**src/rtl/qfr_pkg.sv**
```systemverilog
// Shared widths, pipeline stage types and step functions for the matrix to quaternion
// converter. Depends on nothing; every other rtl file imports it.
`timescale 1ns / 1ps
package qfr_pkg;
  localparam int FRAC_BITS = 14;
  localparam int DW        = 16;
  localparam int NUM_W     = DW + 1;
  localparam int S_W       = ((FRAC_BITS > DW) ? FRAC_BITS : DW) + 2;
  localparam int SQ_W      = ((S_W + FRAC_BITS + 3) / 4) * 4;
  localparam int RT_W      = SQ_W / 2;
  localparam int SQ_ST     = RT_W / 2;
  localparam int N_W       = NUM_W + FRAC_BITS + 1;
  localparam int Q_W       = DW;
  localparam int DV_ST     = Q_W / 2;
  localparam int CMP_W     = N_W + RT_W + 2;
  localparam int LAT       = SQ_ST + DV_ST + 3;

  localparam logic [1:0] PIV_TRACE = 2'd0;
  localparam logic [1:0] PIV_X     = 2'd1;
  localparam logic [1:0] PIV_Y     = 2'd2;
  localparam logic [1:0] PIV_Z     = 2'd3;

  typedef struct packed {
    logic [SQ_W-1:0] op;
    logic [RT_W+1:0] rem;
    logic [RT_W-1:0] root;
  } sq_t;

  typedef struct packed {
    logic [N_W-1:0] p;
    logic [Q_W-1:0] q;
    logic [RT_W:0]  den;
  } dv_t;

  typedef struct packed {
    logic [1:0]              pivot;
    logic signed [NUM_W-1:0] num_a;
    logic signed [NUM_W-1:0] num_b;
    logic signed [NUM_W-1:0] num_c;
  } side_t;

  typedef struct packed {
    logic [1:0]      pivot;
    logic            degen;
    logic [RT_W-1:0] half;
    logic [2:0]      neg;
    logic [2:0]      ovf;
  } tail_t;

  // One digit of the restoring square root: two radicand bits in, one root bit out.
  function automatic sq_t sq_step(input sq_t a);
    logic [RT_W+3:0] trial;
    logic [RT_W+3:0] test;
    sq_t r;
    trial  = {a.rem, a.op[SQ_W-1 -: 2]};
    test   = {2'b00, a.root, 2'b01};
    r.op   = {a.op[SQ_W-3:0], 2'b00};
    if (trial >= test) begin
      r.rem  = (RT_W+2)'(trial - test);
      r.root = {a.root[RT_W-2:0], 1'b1};
    end else begin
      r.rem  = (RT_W+2)'(trial);
      r.root = {a.root[RT_W-2:0], 1'b0};
    end
    return r;
  endfunction

  // One quotient bit of the restoring divider at bit position b.
  function automatic dv_t dv_step(input dv_t a, input int b);
    logic [CMP_W-1:0] sh;
    dv_t r;
    r  = a;
    sh = CMP_W'(a.den) << b;
    if (CMP_W'(a.p) >= sh) begin
      r.p    = N_W'(CMP_W'(a.p) - sh);
      r.q[b] = 1'b1;
    end
    return r;
  endfunction
endpackage

```
**src/rtl/qfr_sqrt.sv**
```systemverilog
// Pipelined restoring square root, two root bits per register stage.
// Depends on qfr_pkg.
`timescale 1ns / 1ps
module qfr_sqrt (
  input  logic                         clk,
  input  logic                         en,
  input  logic [qfr_pkg::S_W-1:0]      s,
  output logic [qfr_pkg::RT_W-1:0]     root
);
  import qfr_pkg::*;

  sq_t st [SQ_ST];
  sq_t first;

  always_comb begin
    first.op   = SQ_W'({s, {FRAC_BITS{1'b0}}});
    first.rem  = '0;
    first.root = '0;
  end

  for (genvar g = 0; g < SQ_ST; g++) begin : g_stage
    if (g == 0) begin : g_head
      always_ff @(posedge clk) begin
        if (en) st[g] <= sq_step(sq_step(first));
      end
    end else begin : g_body
      always_ff @(posedge clk) begin
        if (en) st[g] <= sq_step(sq_step(st[g-1]));
      end
    end
  end

  assign root = st[SQ_ST-1].root;
endmodule

```
**config.mk**
```make
export PLATFORM = sky130hd
export DESIGN_NAME = qfr_sqrt
export DESIGN_NICKNAME = d
export VERILOG_FILES = /design/src/rtl/qfr_pkg.sv /design/src/rtl/qfr_sqrt.sv
export SDC_FILE = /design/constraint.sdc
export NUM_CORES = 1
export LEC_CHECK = 0
export BUFFER_PORTS_ARGS = -buffer_cell sky130_fd_sc_hd__buf_2
export CAP_MARGIN = 40
export CELL_PAD_IN_SITES_DETAIL_PLACEMENT = 0
export CELL_PAD_IN_SITES_GLOBAL_PLACEMENT = 1
export CORE_ASPECT_RATIO = 2
export CORE_MARGIN = 10
export CORE_UTILIZATION = 41
export CTS_CLUSTER_DIAMETER = 100
export CTS_CLUSTER_SIZE = 20
export DETAILED_ROUTE_END_ITERATION = 10
export MAX_ROUTING_LAYER = met4
export PLACE_DENSITY = 0.78
export SLEW_MARGIN = 30
export SYNTH_ARGS = -nofsm -noshare
export SYNTH_HDL_FRONTEND = slang
export SYNTH_SLANG_ARGS = --single-unit
```
**constraint.sdc**
```tcl
create_clock -name clk -period 12.1 [get_ports clk]
set_input_delay 0.605 -clock clk [delete_from_list [all_inputs] [get_ports clk]]
set_output_delay 0.605 -clock clk [all_outputs]
set_load 0.01 [all_outputs]
```
## Word level (Yosys, flattened, before mapping)

Memory sizes are Yosys's and may differ from the RTL's.
Index checks and enable logic that the tools add are counted.
W data, S select, Z words.

| operators by class | value |
|---|---|
| add/sub/neg operators | 16 |
| order comparisons | 16 |
| muxes and demuxes | 34 |

Operators with widths:

| cell | count |
|---|---|
| $mux W34 | 32 |
| $ge A20 B18 Y1 | 15 |
| $sub A18 B18 Y18 | 15 |
| $sub A2 B1 Y3 const B | 1 |
| $ge A2 B1 Y1 const B | 1 |
| $mux W1 | 2 |

| word-level totals | value |
|---|---|
| flip-flop bits (word level) | 0 |
| bits of input ports | 20 |
| logic and storage cells | 67 |
| memories kept | 1 |
| output and inout bits | 16 |
| bits in writable memories | 496 |

Memories:

| memory | depth | width | rd ports | clocked after memory_dff | wr ports | RTL line | RTL |
|---|---|---|---|---|---|---|---|
| st | 8 | 62 | 8 | 0 | 8 | qfr_sqrt.sv:12 | `sq_t st [SQ_ST];` |

## Depth between registers and ports, before layout

An unclocked memory read counts as a cell.

| depth | value |
|---|---|
| depth in word-level cells | 7 |
| gate-level depth with buffers | 25 |
| depth with buffers taken out | 23 |

## Worst setup path after synthesis

OpenSTA, ideal clock, no wires.

| timing | value |
|---|---|
| path type | reg2reg |
| start | memory st[1][79] (netlist name) |
| end | memory st[1][156] (netlist name), data pin |
| arrival | 5052 ps |
| cell stages (with the launch flop) | 23 |
| buffers on the path | 3 |
| slack | 6781 ps |
| period minus slack after synthesis | 5319 ps |
| data required time | 11833 ps |
| library setup time | 267 ps |
| cell sequence | edfxtp_1 -> inv_1 -> ha_1 -> inv_1 -> fa_1 -> nor2b_1 -> o2111ai_1 -> nand4_1 -> a311oi_1 -> and2_1 -> inv_1 -> clkbuf_1 -> mux2_2 -> ha_1 -> or4_1 -> o221a_2 -> a311o_1 -> a21oi_1 -> o21bai_1 -> nor4bb_1 -> clkbuf_1 -> clkbuf_1 -> o21ai_0 |

RTL lines:

| what | RTL line |
|---|---|
| start: declaration | qfr_sqrt.sv:12 |

==> reports/summary.txt <==
WP data required = 12.36 ns
grt total ovfl = 0
number of port buffers = 35
# hold bufs at CTS = 0
Top reg by flops = st
highest-delay cell along the critical path = nor4bb_4
DR WL/cell = 19.11 um
synth-to-layout area growth = 6.904%
critical setup path kind = flop to flop
first-pass GRT wire length = 62.79 mm
CP peak stage delay = 0.58 ns
post-synthesis mux area share = 0.03887
clk_skew = 0.01748 ns
routed wire length = 39.75 mm
post-synth top area cell = edfxtp_1
Adder-Cell Fraction of Synth Area = 0.1114
slew margin rel. = 0.3936
Core Rows = 101
Setup crit end kind = flop
total number of vias = 11830
Layout fillers = 3619
pwr dens = 164.0 nW/um^2
most frequent CP cell = inv_1
Reg-to-Reg Start = st[1][79]$_DFFE_PP_
final setup fails = 0
Max rail drop VDD = 0.1227 mV
drc violations = 0
Final Hold Fails = 0
ranking of synthesized cells by area = edfxtp_1, ha_1, xnor2_1
H-tree levels = 1
CORE AREA = 38040 sq um
initial antenna violation count = 0
average size of a mapped cell = 10.26 sq um
placed cell count = 2063
Die Y-Extent = 298.0 um
Hold Startpoint = s[10]
#FFs+latches synth = 219
post-route design area = 16930 sq um
met3 wire len = 721 um
Avg Vias per Cell = 5.687
Post-DP HPWL = 32.17 mm
vias in the first global route = 12630
die width = 159.0 um
Starting Density = 0.4164
overall routing resource usage = 0.1683
CP cell instances = inv_1, ha_1, inv_1, fa_1, nor2b_1, o2111ai_1, nand4_1, a311oi_1, and2_1, inv_1, mux2_2, ha_1, or4_1, o221a_2, a311o_1, a21oi_1, o21bai_1, nor4bb_4, buf_4, a211o_1, nand2_1
status = finished clean
most common cell in the netlist = edfxtp_1
CTS-repair resized insts = 0
Post-synth top cells = edfxtp_1, ha_1, nor2_1
n_diodes = 0
Synth Area in Compound Gates = 0.1574
Syn. warnings = 0
sequential fraction of the synthesis area = 0.4152
Top Registers = st (219)
Post-synth EDFFs = 219
Clock Tree Buf Depth = 3
pre-CTS setup slack = 5.687 ns
metal2 WL = 25.64 mm
Post-Synth Simple-Gate Area = 0.1586
post-layout power = 2.777 mW
Post-CTS Setup Inserts = 0
post-synthesis async set-or-reset flop share = 0
Highest Signal Layer = met4
Cells after Synth = 1544
Final Critical Period = 6.382 ns
Root Buffer = clkbuf_16
antenna viol nets, final = 0
setup TNS = 0 ns
TritonCTS clock tree = built
Post-DP Area = 16550 sq um
largest net degree at the start of global routing = 105
final net count = 1723
Max Transition Viols Final = 0
Distinct cells, synth = 93
layout cells sized above 1 = 0.09073
Slew @ Worst Pin = 0.8866 ns
Lkg Pwr = 6.511 nW
share of the synthesized area in the top cell type = 0.4152
fin crit share = 0.5275
Critical Path AT = 6.64 ns
I/O Pins = 36
RD Place Congestion = 0.9033
clock sinks = 219
Post-Layout Cell Count = 2080
element type at the critical path start = flop
post-synth design cell area = 15840 sq um
die area = 47370 sq um
drt pass-1 iters = 5
Post-synth top flop = edfxtp_1
max reg flops = 219
final setup margin = 5.718 ns
max cap viols = 0
wl on met1 = 11.16 mm
Hold Crit Class = input port to flop
insertion delay to the later sink of the worst-skew pair = 0.50 ns
Clk pin slew, worst setup/hold paths = 0.08 ns
Max Fclk = 156.7 MHz
initial DRC count = 434
Critical Path Fanout Max = 16
Num CTS Buffers = 14
XOR/XNOR Fraction of Synth Area = 0.07520
Critical Path Start = st[1][79]$_DFFE_PP_
largest family of logic cells by synthesized area = simple AND/OR/NAND/NOR gates
RSZ-0062 raised after global routing = false
[routing by layer]
layer	vias to the layer above	GRT usage
met1	5753	0.1129
li1	5778	-
met4	0	0.09660
met5	-	-
met2	184	0.3773
met3	114	0.01436
[critical path: cells and delay by family, from the launching register on]
family	cells	cell delay, ns
and+or+nand+nor	6	1.90
buffers and inverters	4	0.86
muxes	1	0.38
AOI/OAI and AO/OA	7	1.96
DFF	1	0.39
adders and majority gates	3	0.65
[cells by family after synthesis]
family	after synthesis
AO/OA/AOI/OAI	367
XOR/XNOR	136
adder cells (fa/ha/maj)	138
buffers and inverters	161
flip-flops	219
multiplexers	55
other	1
AND/OR/NAND/NOR	467
[path summary, 6_finish.rpt]
| path | to | slack, ns | depth (start not counted) |
|---|---|---|---|
| min | st[0][58]$_DFFE_PP_ | 0.28 | 1 |
| max reg2reg | st[1][146]$_DFFE_PP_ | 5.72 | 21 |
| max | st[1][146]$_DFFE_PP_ | 5.72 | 21 |
| min reg2reg | st[0][185]$_DFFE_PP_ | 0.42 | 0 |
[per-stage QoR]
stage,hold WS (ns),util
floorplan,0.4003,-
global placement,0.4008,0.4341
detailed placement,0.4045,0.4351
CTS,0.2616,0.4451
global route,0.2608,0.4452
finish,0.2842,0.4452
[cell type report]
class                           instances  area, sq um  area share
Multi-Input combinational cell       1165         8600      0.5079
Sequential cell                       219         6576      0.3884
Tap cell                              515        644.4     0.03806
Inverter                              113        424.2     0.02505
Clock buffer                           16        379.1     0.02239
Timing Repair Buffer                   52        309.0     0.01825
[cells in the final DEF (no fill, tap or decap), types with 22 or more instances in the layout]
master	instances
edfxtp_1	219
ha_1	133
nor2_1	123
inv_1	113
a21oi_1	102
xnor2_1	87
nand2_1	82
o21ai_0	68
xor2_1	49
mux2_2	39
nor3_1	38
buf_2	34
o21a_1	28
nor2b_1	27
a21o_1	26
nand3_1	25
or3_1	22
[power breakdown]
group	leakage [nW]	internal [mW]	switching [mW]
logic	4.27	0.520	0.667
registers	2.05	1.01	0.0978
clock network	0.186	0.223	0.255
total	6.51	1.76	1.02
(Power assumes the default switching activity.)
