File: config.mk
export PLATFORM = sky130hd
export DESIGN_NAME = qfr_div
export DESIGN_NICKNAME = d
export VERILOG_FILES = /design/src/rtl/qfr_pkg.sv /design/src/rtl/qfr_div.sv
export SDC_FILE = /design/constraint.sdc
export NUM_CORES = 1
export LEC_CHECK = 0
export BUFFER_PORTS_ARGS = -buffer_cell sky130_fd_sc_hd__buf_2
export CAP_MARGIN = 15
export CORE_ASPECT_RATIO = 2
export CORE_UTILIZATION = 40
export DETAILED_ROUTE_END_ITERATION = 16
export PLACE_DENSITY = 0.61
export SETUP_SLACK_MARGIN = 0.4
export SYNTH_ARGS = -nofsm -noshare
export SYNTH_HDL_FRONTEND = slang
export SYNTH_SLANG_ARGS = --single-unit
export TNS_END_PERCENT = 5
File: constraint.sdc
create_clock -name clk -period 12.24 [get_ports clk]
set_input_delay 3.672 -clock clk [delete_from_list [all_inputs] [get_ports clk]]
set_output_delay 3.672 -clock clk [all_outputs]
set_load 0.02 [all_outputs]
File: src/rtl/qfr_pkg.sv
// Shared widths, pipeline stage types and step functions for the matrix to quaternion
// converter. Depends on nothing; every other rtl file imports it.
`timescale 1ns / 1ps
package qfr_pkg;
  localparam int FRAC_BITS = 14;
  localparam int DW        = 16;
  localparam int NUM_W     = DW + 1;
  localparam int S_W       = ((FRAC_BITS > DW) ? FRAC_BITS : DW) + 2;
  localparam int SQ_W      = ((S_W + FRAC_BITS + 3) / 4) * 4;
  localparam int RT_W      = SQ_W / 2;
  localparam int SQ_ST     = RT_W / 2;
  localparam int N_W       = NUM_W + FRAC_BITS + 1;
  localparam int Q_W       = DW;
  localparam int DV_ST     = Q_W / 2;
  localparam int CMP_W     = N_W + RT_W + 2;
  localparam int LAT       = SQ_ST + DV_ST + 3;

  localparam logic [1:0] PIV_TRACE = 2'd0;
  localparam logic [1:0] PIV_X     = 2'd1;
  localparam logic [1:0] PIV_Y     = 2'd2;
  localparam logic [1:0] PIV_Z     = 2'd3;

  typedef struct packed {
    logic [SQ_W-1:0] op;
    logic [RT_W+1:0] rem;
    logic [RT_W-1:0] root;
  } sq_t;

  typedef struct packed {
    logic [N_W-1:0] p;
    logic [Q_W-1:0] q;
    logic [RT_W:0]  den;
  } dv_t;

  typedef struct packed {
    logic [1:0]              pivot;
    logic signed [NUM_W-1:0] num_a;
    logic signed [NUM_W-1:0] num_b;
    logic signed [NUM_W-1:0] num_c;
  } side_t;

  typedef struct packed {
    logic [1:0]      pivot;
    logic            degen;
    logic [RT_W-1:0] half;
    logic [2:0]      neg;
    logic [2:0]      ovf;
  } tail_t;

  // One digit of the restoring square root: two radicand bits in, one root bit out.
  function automatic sq_t sq_step(input sq_t a);
    logic [RT_W+3:0] trial;
    logic [RT_W+3:0] test;
    sq_t r;
    trial  = {a.rem, a.op[SQ_W-1 -: 2]};
    test   = {2'b00, a.root, 2'b01};
    r.op   = {a.op[SQ_W-3:0], 2'b00};
    if (trial >= test) begin
      r.rem  = (RT_W+2)'(trial - test);
      r.root = {a.root[RT_W-2:0], 1'b1};
    end else begin
      r.rem  = (RT_W+2)'(trial);
      r.root = {a.root[RT_W-2:0], 1'b0};
    end
    return r;
  endfunction

  // One quotient bit of the restoring divider at bit position b.
  function automatic dv_t dv_step(input dv_t a, input int b);
    logic [CMP_W-1:0] sh;
    dv_t r;
    r  = a;
    sh = CMP_W'(a.den) << b;
    if (CMP_W'(a.p) >= sh) begin
      r.p    = N_W'(CMP_W'(a.p) - sh);
      r.q[b] = 1'b1;
    end
    return r;
  endfunction
endpackage

File: src/rtl/qfr_div.sv
// Pipelined restoring divider for one rounded quotient, two quotient bits per stage.
// Depends on qfr_pkg.
`timescale 1ns / 1ps
module qfr_div (
  input  logic                       clk,
  input  logic                       en,
  input  logic [qfr_pkg::N_W-1:0]    dividend,
  input  logic [qfr_pkg::RT_W:0]     den,
  output logic [qfr_pkg::Q_W-1:0]    quot
);
  import qfr_pkg::*;

  dv_t st [DV_ST];
  dv_t first;

  always_comb begin
    first.p   = dividend;
    first.q   = '0;
    first.den = den;
  end

  for (genvar g = 0; g < DV_ST; g++) begin : g_stage
    if (g == 0) begin : g_head
      always_ff @(posedge clk) begin
        if (en) st[g] <= dv_step(dv_step(first, Q_W-1), Q_W-2);
      end
    end else begin : g_body
      always_ff @(posedge clk) begin
        if (en) st[g] <= dv_step(dv_step(st[g-1], Q_W-1-2*g), Q_W-2-2*g);
      end
    end
  end

  assign quot = st[DV_ST-1].q;
endmodule

Yosys cells after proc, flatten, opt, wreduce, memory -nomap -nowiden
Memory sizes are Yosys's and may differ from the RTL's.
Cells that the tools add are included.
{ "totals": {"reg_bits": 0, "ram_bits": 520, "in_bits": 51, "out_inout_bits": 16, "wordCells": 97, "memories": 1} }
{ "classes": {"n_addsub": 16, "n_lt_le_gt_ge": 16, "n_mux": 64} }
{ "mem_list": {"columns": ["memory", "words", "width", "rd", "rd_clocked_by_memory_dff", "write_ports", "line_no", "text"], "rows": [
  ["st", 8, 65, 8, 0, 8, "qfr_div.sv:13", "dv_t st [DV_ST];"]
]} }
{ "ops": {"columns": ["operator", "count"], "rows": [
  ["32-bit two-way mux", 30],
  ["33-bit two-way mux", 2],
  ["32-bit by 17-bit greater-or-equal comparator with 1-bit output", 1],
  ["32-bit by 18-bit greater-or-equal comparator with 1-bit output", 1],
  ["32-bit by 19-bit greater-or-equal comparator with 1-bit output", 1],
  ["32-bit by 20-bit greater-or-equal comparator with 1-bit output", 1],
  ["32-bit by 21-bit greater-or-equal comparator with 1-bit output", 1],
  ["32-bit by 22-bit greater-or-equal comparator with 1-bit output", 1],
  ["32-bit by 23-bit greater-or-equal comparator with 1-bit output", 1],
  ["32-bit by 24-bit greater-or-equal comparator with 1-bit output", 1],
  ["32-bit by 25-bit greater-or-equal comparator with 1-bit output", 1],
  ["32-bit by 26-bit greater-or-equal comparator with 1-bit output", 1],
  ["32-bit by 27-bit greater-or-equal comparator with 1-bit output", 1],
  ["32-bit by 28-bit greater-or-equal comparator with 1-bit output", 1],
  ["32-bit by 29-bit greater-or-equal comparator with 1-bit output", 1],
  ["32-bit by 30-bit greater-or-equal comparator with 1-bit output", 1],
  ["32-bit by 31-bit greater-or-equal comparator with 1-bit output", 1],
  ["32-bit greater-or-equal comparator", 1],
  ["1-bit two-way mux", 32],
  ["32-bit by 17-bit subtractor with 32-bit output", 1],
  ["32-bit by 18-bit subtractor with 32-bit output", 1],
  ["32-bit by 19-bit subtractor with 32-bit output", 1],
  ["32-bit by 20-bit subtractor with 32-bit output", 1],
  ["32-bit by 21-bit subtractor with 32-bit output", 1],
  ["11 further kinds", 11]
]} }

Depth between registers and ports, before layout
An unclocked memory read counts as a cell.
{ "logic_depth": {"ltp_word": 7, "ltp_mapped": 28} }

Worst setup path after synthesis
No wires, ideal clock.
{ "synth_path": {"path_kind": "input-to-reg", "startpoint": "input port den[1] (netlist bit)", "endpoint": "memory st[0][56] (netlist bit) (data pin)", "setup_time_ps": 260, "arrival_time_ps": 8847, "t_required_ps": 11980, "setup_slack_ps": 3133, "cell_stages": 27, "path_buffers": 4, "path_cell_list": "inv_1 -> ha_1 -> nor2b_1 -> o21ai_0 -> a21boi_1 -> o21ai_0 -> a21boi_0 -> a21oi_1 -> a21o_1 -> a32o_1 -> clkbuf_1 -> clkbuf_1 -> mux2_2 -> ha_1 -> a21o_1 -> a21oi_1 -> o21bai_1 -> a21oi_1 -> o21ai_0 -> nand2_1 -> o2111ai_1 -> a21oi_1 -> o21a_1 -> and2_1 -> buf_2 -> buf_2 -> mux2_2"} }
{ "synth_rtl": {"columns": ["item", "line_no", "text"], "rows": [
  ["from (decl)", "qfr_div.sv:8", "input logic [qfr_pkg::RT_W:0] den,"],
  ["to (decl)", "qfr_div.sv:13", null]
]} }

==> out/summary.md <==
The run finished with clean final reports. The clock power share came out at 14.5%. Summed over all layers, the global routing overflow is 0. In the synthesized netlist the dominant register cell turns out to be edfxtp_1.

Max-cap violations in this run came to 0. The tools report the number of design-rule violations left by the first detailed-router iteration as 759. Buffers inserted during clock tree synthesis total 43. The logs give 0 for the number of slew-limit violations in the final report and 1.95 ns for the worst setup slack after placement.

The post-CTS setup buffer count was 0. The min-delay analysis places its worst path in the category flop to flop. The actual transition at the worst max-transition pin was 1.21 ns. The count of buffering cells on the critical path with inverters included is 3. For the routability congestion estimate, the log shows 0.939. 67 I/O pins were placed. After detailed routing, the total wire length is 76.8 mm. Synthesis produced 3,084 cells. Clock-pin slew was measured on the worst setup and hold paths at 0.06 ns. Post-CTS repair changed the size of 0 cells. The post-layout minimum cycle time was 9.69 ns.

Static timing analysis puts the maximum clock frequency at 0.103 GHz. Vertical die dimension: 392 um. Critical path class: primary input to flop.

For the placed wire-length estimate, the log shows 62.6 mm. The run gives 9880 uW as the overall power consumption. The placed standard-cell area was 31,900 um2.

Dividing the synthesized area by the synthesized cell count gives 9.88 um2. For this run, the slowest stage of the critical path takes 0.75 ns. The logs give 0 for the initial antenna violation count and 2 for the deepest level of the CTS H-tree. The logs give 0 for the number of buffers added to fix hold violations after cts and 415 for the sink count of the clock tree. By instance count, the cell type seen most on the critical path is a21o_1. The tools report the aggregate global-route resource usage as 20.0%. The run gives 95 as the post-synthesis cell type count. The slowest cell on the critical path is and2_1. The number of vias per cell after detailed routing came out at 5.48. The final non-filler cell area was 33,400 um2; the count of buffers from port buffering was 66. The core box area is 75,200 um2, and the share of cells above drive strength 1 is 8.16%. The internal power summed over all cells was 5620 uW. The worst register-to-register path has a setup slack of 4.88 ns.

The clock reaches the later pin of the worst-skew pair after 0.60 ns. IR analysis of the VDD net gives a maximum drop of 0.153 mV. Part of the cycle the worst path needs: 79.1%.

The initial utilization of the core area, before any placement, comes to 40.6%. The worst register-to-register path ends at st[0][249]. Root buffer cell: clkbuf_16. The share of synthesized flip-flops with an asynchronous set or reset was 0%; the switching power was 4250 uW.

The setup slack after layout was 2.55 ns; the headroom to the max-slew limit was 18.2%. The remaining number of nets flagged by the antenna check after routing is 0. The start of the worst register-to-register path is st[0][132]. The largest registers in the layout are st (415). Setup repair after global routing left no endpoint under its margin.

The routed layout has 22.9k vias. The worst setup path is launched from a primary input. Entering global routing, the biggest net connects 151 pins. The critical path required time is 12.58 ns. The width of the chip works out to 197 um. Along the worst path, the maximum fanout reaches 20. The area growth from synthesis to layout is 9.60%. The run gives 7,291 as the number of filler cells placed in the layout. The tools report the capture endpoint of the worst hold path as st[1][92]. In this run, synthesis produced a sequential element count of 415. During synthesis, Yosys emitted a total of 0 warnings.

In the final design database the tool counted 3,477 nets. The final routed DRC violation total came out at 0. Sequential cells burn 24.3% of the power.

Total inserted antenna cells: 0. The run gives 3,422 as the net count of the mapped netlist. The critical path launch point was den[1]. Capturing element type of the critical path: a flop. The worst hold path was traced through 0 stages. For the worst flop-to-flop path, the logic depth is 21. The startpoint identified for the worst hold timing path is st[1][27]. Number of enable flip-flop cells after synthesis: 415. The power per cell area came out at 296 nW/um2. Across the routed clock network, the largest skew measured is 0.0146 ns. Of the total power, the share spent switching nets is 43.1%. In the final routed layout, each cell accounts on average for 18.4 um. The run gives 24.4k as the via count of the first global-routing pass.

The flip-flop count of the largest register, all copies and words added is 415, and the hold violation count in the final report is 0. The count of final setup violators is 0, and the die area is 77,400 um2. The number of rows created at floorplan is 142, and the iteration count of the initial detailed-routing pass is 5.

TritonCTS built the clock tree. For the worst setup path, the data arrival time is 10.03 ns. Summing every instance area after synthesis gives 30,500 um2. The run gives 120 mm as the first-pass GRT wire length.

Combinational fraction of design power: 61.2%. The dominant delay contributor by cell family on the critical path is compound AO/OA/AOI/OAI gates. The run gives 3 as the maximum number of buffers from clock root to sink.

The share of the Yosys chip area taken by registers is 40.9%. For the static power due to leakage, the log shows 0.0131 uW. Adding up every negative setup slack in the final design gives 0 ns. Ranked by flip-flop count, first place goes to st.
[layout by cell type (no fill, tap or decap), types with 28 or more instances in the layout]
master       n
o21ai_0    194
mux2_1      43
inv_1      230
nor4_1      38
nand2b_1    39
mux2_2      53
edfxtp_1   415
o21a_1      38
a21oi_1    226
xor2_1      87
buf_2       65
clkbuf_16   45
a211oi_1    28
o31ai_1     31
nand2_1    259
nor2_1     194
xnor2_1    164
nor2b_1     35
a21o_1      98
nor3_1      69
nand4_1     52
nand3_1     60
ha_1       272
[cell families after synthesis]
kind of cell	Yosys count	share of synthesized area (%)
muxes	112	4.07
adders and majority gates	287	12.2
xor gates and xnor gates	251	7.21
and+or+nand+nor	899	14.7
buffers and inverters	315	4.20
AOI/OAI and AO/OA	805	16.7
DFF	415	40.9
[worst register-to-register path, stage by stage (launching register included)]
cell      delay [ns]
edfxtp_1        0.36
inv_1           0.08
ha_1            0.38
nand2_1         0.11
o41ai_1         1.08
a31oi_1         0.19
buf_4           0.25
inv_1           0.13
buf_4           0.32
mux2_2          0.42
ha_1            0.37
a21o_1          0.20
a21o_1          0.19
a21oi_1         0.26
a21oi_1         0.10
a211oi_1        0.38
o21bai_1        0.23
a21oi_1         0.41
nand3b_1        0.15
or4_1           0.69
nor2_8          0.39
mux2_1          0.41
[area by class of cell]
type,instances,area (um2),area share (%)
clock buffers,49,1140,3.42
clock inverters,31,379,1.13
inverters,235,882,2.64
multi-input cells,2354,16700,50.1
flip-flops and latches,415,12500,37.3
well taps,1008,1260,3.78
repair buffers,90,533,1.60
[stage by stage]
stage          hold slack, ns  instances  utilization [%]
6_report                0.411       4182             44.4
5_1_grt                 0.421       4182             44.4
4_1_cts                 0.413       4182             44.4
3_5_place_dp            0.405       4102             42.4
3_3_place_gp            0.400       4102             42.4
2_1_floorplan           0.400       3084                -
[per-layer routing]
metal	share of wire [%]	vias up	track usage, %	routed length, um
met4	8.5	0	15.7	6540
li1	-	11500	-	-
met5	0	-	0	0
met2	61	395	44.3	46600
met1	29	10800	14.0	22100
met3	2.0	246	2.00	1570
[worst max path at each step]
stage,depth (start not counted),slack (ns),endpoint
after floorplan,27,3.13,st[0][56]
after global placement,25,1.94,st[0][56]
after detailed placement,25,1.95,st[0][56]
after CTS,25,2.56,st[0][58]
after global routing,25,2.01,st[0][56]
final,25,2.55,st[0][56]
[power groups by stage]
stage	clock, uW	sequential, uW	combinational, uW
6_report	1430	2400	6050
5_1_grt	1520	2440	6710
4_1_cts	1470	2400	6060
3_5_place_dp	0	2420	6030
3_3_place_gp	0	2420	5960
2_1_floorplan	0	2350	4700
[cell usage after synthesis, drive strengths merged, types with 8 or more instances]
library cell	number	share of area (%)
ha	272	11
nand2b	39	0.80
or4	19	0.48
nand2	259	3.2
o21bai	23	0.57
a21boi	18	0.44
nand3	60	0.99
o21ai	214	3.6
xor2	87	2.5
inv	234	2.9
a211oi	29	0.73
o31ai	32	0.83
o31a	13	0.37
a21o	98	2.4
nand3b	8	0.20
edfxtp	415	41
or2	19	0.39
o211ai	17	0.42
fa	15	0.99
nor4	39	0.82
nand4	52	1.1
and3	21	0.43
o41ai	12	0.37
or3	24	0.51
nor2	199	2.5
and4	13	0.37
nor3b	8	0.20
xnor2	164	4.7
a21oi	226	3.7
a31oi	20	0.41
buf	34	0.74
nor3	70	1.2
mux2i	16	0.53
clkbuf	46	0.57
and2	16	0.33
nor2b	35	0.72
mux2	96	3.5
o21a	38	0.94
nand4b	8	0.23
Power figures use the tool's default switching activity.
