File: src/rtl/qfr_pkg.sv
// Shared widths, pipeline stage types and step functions for the matrix to quaternion
// converter. Depends on nothing; every other rtl file imports it.
`timescale 1ns / 1ps
package qfr_pkg;
  localparam int FRAC_BITS = 14;
  localparam int DW        = 16;
  localparam int NUM_W     = DW + 1;
  localparam int S_W       = ((FRAC_BITS > DW) ? FRAC_BITS : DW) + 2;
  localparam int SQ_W      = ((S_W + FRAC_BITS + 3) / 4) * 4;
  localparam int RT_W      = SQ_W / 2;
  localparam int SQ_ST     = RT_W / 2;
  localparam int N_W       = NUM_W + FRAC_BITS + 1;
  localparam int Q_W       = DW;
  localparam int DV_ST     = Q_W / 2;
  localparam int CMP_W     = N_W + RT_W + 2;
  localparam int LAT       = SQ_ST + DV_ST + 3;

  localparam logic [1:0] PIV_TRACE = 2'd0;
  localparam logic [1:0] PIV_X     = 2'd1;
  localparam logic [1:0] PIV_Y     = 2'd2;
  localparam logic [1:0] PIV_Z     = 2'd3;

  typedef struct packed {
    logic [SQ_W-1:0] op;
    logic [RT_W+1:0] rem;
    logic [RT_W-1:0] root;
  } sq_t;

  typedef struct packed {
    logic [N_W-1:0] p;
    logic [Q_W-1:0] q;
    logic [RT_W:0]  den;
  } dv_t;

  typedef struct packed {
    logic [1:0]              pivot;
    logic signed [NUM_W-1:0] num_a;
    logic signed [NUM_W-1:0] num_b;
    logic signed [NUM_W-1:0] num_c;
  } side_t;

  typedef struct packed {
    logic [1:0]      pivot;
    logic            degen;
    logic [RT_W-1:0] half;
    logic [2:0]      neg;
    logic [2:0]      ovf;
  } tail_t;

  // One digit of the restoring square root: two radicand bits in, one root bit out.
  function automatic sq_t sq_step(input sq_t a);
    logic [RT_W+3:0] trial;
    logic [RT_W+3:0] test;
    sq_t r;
    trial  = {a.rem, a.op[SQ_W-1 -: 2]};
    test   = {2'b00, a.root, 2'b01};
    r.op   = {a.op[SQ_W-3:0], 2'b00};
    if (trial >= test) begin
      r.rem  = (RT_W+2)'(trial - test);
      r.root = {a.root[RT_W-2:0], 1'b1};
    end else begin
      r.rem  = (RT_W+2)'(trial);
      r.root = {a.root[RT_W-2:0], 1'b0};
    end
    return r;
  endfunction

  // One quotient bit of the restoring divider at bit position b.
  function automatic dv_t dv_step(input dv_t a, input int b);
    logic [CMP_W-1:0] sh;
    dv_t r;
    r  = a;
    sh = CMP_W'(a.den) << b;
    if (CMP_W'(a.p) >= sh) begin
      r.p    = N_W'(CMP_W'(a.p) - sh);
      r.q[b] = 1'b1;
    end
    return r;
  endfunction
endpackage

File: src/rtl/qfr_back.sv
// Output stage: sign, saturation, degenerate zeroing and placement by pivot.
// Depends on qfr_pkg.
`timescale 1ns / 1ps
module qfr_back (
  input  logic                           clk,
  input  logic                           en,
  input  qfr_pkg::tail_t                 tail,
  input  logic [qfr_pkg::Q_W-1:0]        qa, qb, qc,
  output logic signed [qfr_pkg::DW-1:0]  quat_w, quat_x, quat_y, quat_z,
  output logic [1:0]                     pivot_case,
  output logic                           degenerate
);
  import qfr_pkg::*;

  localparam logic [Q_W-1:0] POS_MAX = {1'b0, {(Q_W-1){1'b1}}};
  localparam logic [Q_W-1:0] NEG_MAG = {1'b1, {(Q_W-1){1'b0}}};

  function automatic logic [DW-1:0] fin(input logic [Q_W-1:0] q, input logic neg,
                                        input logic ovf, input logic degen);
    logic [DW-1:0] r;
    if (degen) r = '0;
    else if (neg) r = (ovf || q > NEG_MAG) ? NEG_MAG : DW'(-q);
    else r = (ovf || q > POS_MAX) ? POS_MAX : q;
    return r;
  endfunction

  logic [DW-1:0] ha, va, vb, vc;
  logic [DW-1:0] w_next, x_next, y_next, z_next;

  always_comb begin
    ha = (tail.half > RT_W'(POS_MAX)) ? POS_MAX : DW'(tail.half);
    va = fin(qa, tail.neg[0], tail.ovf[0], tail.degen);
    vb = fin(qb, tail.neg[1], tail.ovf[1], tail.degen);
    vc = fin(qc, tail.neg[2], tail.ovf[2], tail.degen);
    case (tail.pivot)
      PIV_TRACE: begin w_next = ha; x_next = va; y_next = vb; z_next = vc; end
      PIV_X:     begin w_next = va; x_next = ha; y_next = vb; z_next = vc; end
      PIV_Y:     begin w_next = va; x_next = vc; y_next = ha; z_next = vb; end
      default:   begin w_next = va; x_next = vb; y_next = vc; z_next = ha; end
    endcase
  end

  always_ff @(posedge clk) begin
    if (en) begin
      quat_w     <= w_next;
      quat_x     <= x_next;
      quat_y     <= y_next;
      quat_z     <= z_next;
      pivot_case <= tail.pivot;
      degenerate <= tail.degen;
    end
  end
endmodule

File: config.mk
export PLATFORM = sky130hd
export DESIGN_NAME = qfr_back
export DESIGN_NICKNAME = d
export VERILOG_FILES = /design/src/rtl/qfr_pkg.sv /design/src/rtl/qfr_back.sv
export SDC_FILE = /design/constraint.sdc
export NUM_CORES = 1
export LEC_CHECK = 0
export BUFFER_PORTS_ARGS = -buffer_cell sky130_fd_sc_hd__buf_2
export CORE_ASPECT_RATIO = 1.25
export CORE_MARGIN = 2
export CORE_UTILIZATION = 25
export DETAILED_ROUTE_END_ITERATION = 16
export MAX_ROUTING_LAYER = met4
export SETUP_SLACK_MARGIN = 0.5
export SLEW_MARGIN = 20
export SYNTH_ARGS = -nofsm -noshare
export SYNTH_HDL_FRONTEND = slang
export SYNTH_SLANG_ARGS = --single-unit
File: constraint.sdc
create_clock -name clk -period 2.4 [get_ports clk]
set_clock_uncertainty 0.2 [all_clocks]
set_input_delay 0.48 -clock clk [delete_from_list [all_inputs] [get_ports clk]]
set_output_delay 0.48 -clock clk [all_outputs]
set_load 0.05 [all_outputs]
After elaboration in Yosys (flattened, before gate mapping)
Cells that the tools add are included.
{"block": "word_totals", "memories": 0, "romBits": 0, "wordCells": 43, "in_bits": 75, "ram_bits": 0, "latchBits": 0, "regBits": 67}
{"block": "op_classes", "reduce_logical": 8, "multipliers": 0, "shift": 0, "eq_ne": 2, "addsub": 3, "n_lt_le_gt_ge": 7, "muxes": 17, "div_mod_pow": 0, "bitwise_logic": 0}
{"op": "16-bit two-way mux", "count": 14}
{"op": "16-bit by 15-bit > comparator with 1-bit output, second input constant", "count": 4}
{"op": "16-bit one-hot mux with 2 select lines", "count": 2}
{"op": "16-bit > comparator, second input constant", "count": 3}
{"op": "16-bit negation", "count": 3}
{"op": "16-bit one-hot mux with 3 select lines", "count": 1}
{"op": "1-bit logical OR", "count": 6}
{"op": "2-bit by 1-bit equality test with 1-bit output, second input constant", "count": 1}
{"op": "2-bit equality test, second input constant", "count": 1}
{"op": "2-bit zero test", "count": 1}
{"op": "2-bit OR reduction", "count": 1}

Depth between registers and ports, before layout
{"block": "logic_depth", "depth_word": 6, "mapped_depth": 9, "mapped_depth_nobuf": 8}

Worst setup path after synthesis
No wires, ideal clock.
{"block": "synth_timing", "kind": "input -> register", "start": "input port qb[0] (netlist name)", "end": "register quat_x[10] (netlist name) (data pin)", "setup_time_ns": 0.272, "arrival_time_ns": 2.161, "setup_slack_ns": -0.233, "path_buffers": 1, "cell_stages": 8, "path_cell_list": "inv_1 > ha_1 > nor3b_2 > and2_1 > clkbuf_1 > a31oi_1 > nor3_1 > mux4_2"}
{"block": "synth_via", "elab_chain_cells": 6}
{"element": "start: declaration", "line_no": "qfr_back.sv:8", "rtl": "input logic [qfr_pkg::Q_W-1:0] qa, qb, qc,"}
{"element": "16-bit by 15-bit > comparator with 1-bit output / 16-bit > comparator (equally long branches)", "line_no": "qfr_back.sv:23, qfr_back.sv:22"}
{"element": "1-bit logical OR, on equally long branches", "line_no": "qfr_back.sv:23, qfr_back.sv:22"}
{"element": "16-bit two-way mux, on equally long branches", "line_no": "qfr_back.sv:23, qfr_back.sv:22"}
{"element": "16-bit two-way mux *", "line_no": "qfr_back.sv:22", "rtl": "else if (neg) r = (ovf || q > NEG_MAG) ? NEG_MAG : DW'(-q);"}
{"element": "16-bit two-way mux *", "line_no": "qfr_back.sv:21", "rtl": "if (degen) r = '0;"}
{"element": "16-bit one-hot mux with 3 select lines *", "line_no": "qfr_back.sv:35", "rtl": "case (tail.pivot)"}
{"element": "net x_next[10]", "line_no": "qfr_back.sv:28", "rtl": "logic [DW-1:0] w_next, x_next, y_next, z_next;"}
{"element": "end signal: assignment", "line_no": "qfr_back.sv:46", "rtl": "quat_x <= x_next;"}
{"element": "end: declaration", "line_no": "qfr_back.sv:9", "rtl": "output logic signed [qfr_pkg::DW-1:0] quat_w, quat_x, quat_y, quat_z,"}
The timed path passes the listed nets; every way through them passes the cells marked *.
A chain may end at the register's enable or synchronous reset.

Worst setup path in the final report
{"block": "layout_timing", "start": "input port qa[8] (netlist name)", "end": "register quat_x[11] (netlist name) (data pin)"}
{"block": "layout_via", "elab_chain_cells": 6}
{"element": "start: declaration", "line_no": "qfr_back.sv:8"}
{"element": "16-bit by 15-bit > comparator with 1-bit output / 16-bit > comparator (equally long branches)", "line_no": "qfr_back.sv:23, qfr_back.sv:22"}
{"element": "1-bit logical OR, on equally long branches", "line_no": "qfr_back.sv:23, qfr_back.sv:22"}
{"element": "16-bit two-way mux, on equally long branches", "line_no": "qfr_back.sv:23, qfr_back.sv:22"}
{"element": "16-bit two-way mux *", "line_no": "qfr_back.sv:22"}
{"element": "16-bit two-way mux *", "line_no": "qfr_back.sv:21"}
{"element": "16-bit one-hot mux with 3 select lines *", "line_no": "qfr_back.sv:35"}
{"element": "net x_next[11]", "line_no": "qfr_back.sv:28"}
Marked as above.

==> flow_summary.yaml <==
clock_tree:
  hold_buffers: 0
  clkSlewWorstSetupHoldPaths_ns: 0.06
  clock_path_buffers: 2
  cts-root-buf: "clkbuf_16"
  cts_max_level: 3
  tritoncts: "built"
  numCtsBuffers: 9
  clock-sinks: 67
worst_setup_path:
  cp.required_ns: 2.29
  cp_max_fo: 3
  critPathKind: "in2reg"
  slowest_delay_ns: 0.56
  cp_top_family: "simple AND/OR/NAND/NOR gates"
  arrival_ns: 2.25
  cp.buffers_inverters: 1
  cp-end-kind: "flip-flop"
  setup.worst_path.start_class: "input pin"
  path_cells: "buf_6 -> or4_4 -> or3_4 -> o31a_1 -> o211ai_1 -> nor2_1 -> o31a_1"
  cp_common_cell: "o31a_1"
  slowest_stage: "or4_4"
pwr:
  peakVddDrop_uv: 341
  p_total_uw: 4330
  cellPowerDensity_nw_per_um2: 490
  p_leak_uw: 0.00346
yosys:
  synth_area_per_cell_um2: 8.54
  synth_seq_cells: 67
  netlist_area_um2: 4970
  syn_nets: 660
  synthArstFlopShare: 0
  synthDistinctLibCells: 70
  synth-edff-count: 67
  ys_seq_area_frac: 0.405
  yosys_warnings: 0
  synth_ff_type: "edfxtp_1"
  synth_cells: 582
min_path:
  min_path_cells: 3
  hp-class: "in2reg"
  hold_path_end: "quat_w[11]"
  worstHoldStart: "tail[17]"
flow_run:
  cap_violations: 0
finish:
  drive_gt1_frac: 0.553
  post-route-cell-area_um2: 8840
  layout.nets: 966
  instances_no_fill: 1158
  area_growth_pct: 77.8
  diodes: 0
die:
  start_util: 0.255
  core_area_um2: 19500
  die_h_um: 162
  io_pins: 142
  die_w_um: 130
  core.rowCount: 57
  dieArea_um2: 21000
global_routing:
  grt_use_total: 0.201
  grt_overflow: 0
  grt_pass1_vias: 5666
  grt_pass1_wl_um: 31400
  antenna_found_initial: 0
  grt_max_degree: 68
route:
  route.detailed.drc: 0
  routed_wl_um: 21100
  viasPerCell: 5.18
  drtIter0Drc: 488
  dr.pass1.iters: 5
  postRouteAntennaNets: 0
  via_count: 5995
  wl_per_cell_um: 18.2
sta:
  fin_crit_ns: 2.37
  fmax_ghz: 0.422
  drv_slew: 0
  rsz0062_at_grt: "yes"
  worst_pin_slew_ns: 0.609
  period_share: 0.986
  hold_viol: 0
  setup_viol: 0
  relSlewSlack: 0.594
place:
  routabilityCongestion: 0.940
  place_area_um2: 7420
  hpwl_um: 16100
  dp.cells: 1105
  io_buffers: 141
run_status:
  run_status: "complete, no violations"
-- repair_timing --
action                     4_1_cts  5_1_grt
setup buffers                   25       12
setup endpoints to repair       63       63
pin swaps                       70       49
resized for setup              115       74
-- cells in the final DEF (no fill, tap or decap), drive strengths merged, types with 4 or more instances in the layout --
cell	count
o211ai	16
nor3b	4
o221ai	5
a211oi	7
or3	8
or2	5
buf	330
a31oi	15
nand2	55
edfxtp	67
o22ai	8
nor3	22
o21a	5
a21o	8
nand2b	5
nand3	8
or4	6
o31ai	6
nand4	8
inv	18
o311ai	6
a311oi	8
o21ai	57
nor2	74
a21oi	62
nor4	8
clkinv	4
clkbuf	10
-- routing by layer --
| metal | up-vias | global-route usage | part of all wire |
|---|---|---|---|
| met1 | 2879 | 0.256 | 0.43 |
| met2 | 185 | 0.322 | 0.49 |
| li1 | 2887 | - | - |
| met3 | 44 | 0.0250 | 0.048 |
| met5 | - | - | 0 |
| met4 | 0 | 0.0831 | 0.035 |
-- layout make-up --
cell class / count / area, um2
Fill cell: 1866 / 10600
Multi-Input combinational cell: 461 / 3680
Timing Repair Buffer: 330 / 2430
Sequential cell: 67 / 2010
Tap cell: 265 / 332
Clock buffer: 10 / 229
Inverter: 19 / 111
Clock inverter: 6 / 41.3
-- power breakdown --
group | leakage [uW] | internal [uW] | switching, uW | total, uW
combinational | 0.00269 | 581 | 1040 | 1620
sequential | 0.000651 | 1440 | 53.8 | 1490
clock | 0.000125 | 699 | 524 | 1220
-- stage by stage --
step / hold WS (ns) / setup slack (ns) / TNS (ns) / util
6_report: 0.330 / 0.0326 / 0 / 0.454
5_1_grt: 0.335 / -0.00750 / -0.00750 / 0.454
4_1_cts: 0.309 / 0.0212 / 0 / 0.431
3_5_place_dp: 0.649 / -0.344 / -10.29 / 0.381
3_3_place_gp: 0.649 / -0.331 / -10.30 / 0.381
2_1_floorplan: 0.379 / -0.0949 / -0.240 / -
-- cell usage after synthesis (6+ instances only) --
cell / count / area share
a211oi_1: 7 / 0.011
a21o_1: 8 / 0.012
a21oi_1: 61 / 0.061
a311oi_1: 8 / 0.014
a31oi_1: 15 / 0.019
clkbuf_1: 32 / 0.024
edfxtp_1: 67 / 0.40
inv_1: 18 / 0.014
nand2_1: 55 / 0.042
nand3_1: 8 / 0.0081
nand4_1: 8 / 0.010
nor2_1: 74 / 0.056
nor3_1: 21 / 0.021
o211ai_1: 16 / 0.024
o21ai_0: 40 / 0.040
o21ai_1: 17 / 0.017
o22ai_1: 8 / 0.010
o31ai_1: 6 / 0.0091
or3_1: 8 / 0.010
-- kinds of logic (layout without fill, tap and decap cells) --
logic type | Yosys count | count (layout) | synth area share
and+or+nand+nor | 218 | 218 | 0.224
adders and majority gates | 3 | 3 | 0.00755
buffers and inverters | 54 | 365 | 0.0408
DFF | 67 | 67 | 0.405
muxes | 7 | 7 | 0.0224
AOI/OAI and AO/OA | 233 | 233 | 0.301
-- state kept, by name, indices dropped and copies added (netlist names) --
name,cells
degenerate,1
quat_z,16
pivot_case,2
quat_w,16
quat_x,16
quat_y,16
-- worst max path at each step --
stage | cells past startpoint | startpoint | slack, ns | to
global route | 7 | qa[8] | -0.008 | quat_x[11]
CTS | 7 | qa[8] | 0.02 | quat_x[11]
floorplan | 6 | qa[8] | -0.09 | quat_x[11]
detailed placement | 6 | qa[10] | -0.34 | quat_x[10]
finish | 7 | qa[8] | 0.03 | quat_x[11]
global placement | 7 | qa[8] | -0.33 | quat_x[11]
-- tightest hold or removal path, delay by kind of cell --
kind            cells  cell delay (ns)
compound gates      2             0.14
buf+inv             1             0.12
Power figures use the tool's default switching activity.
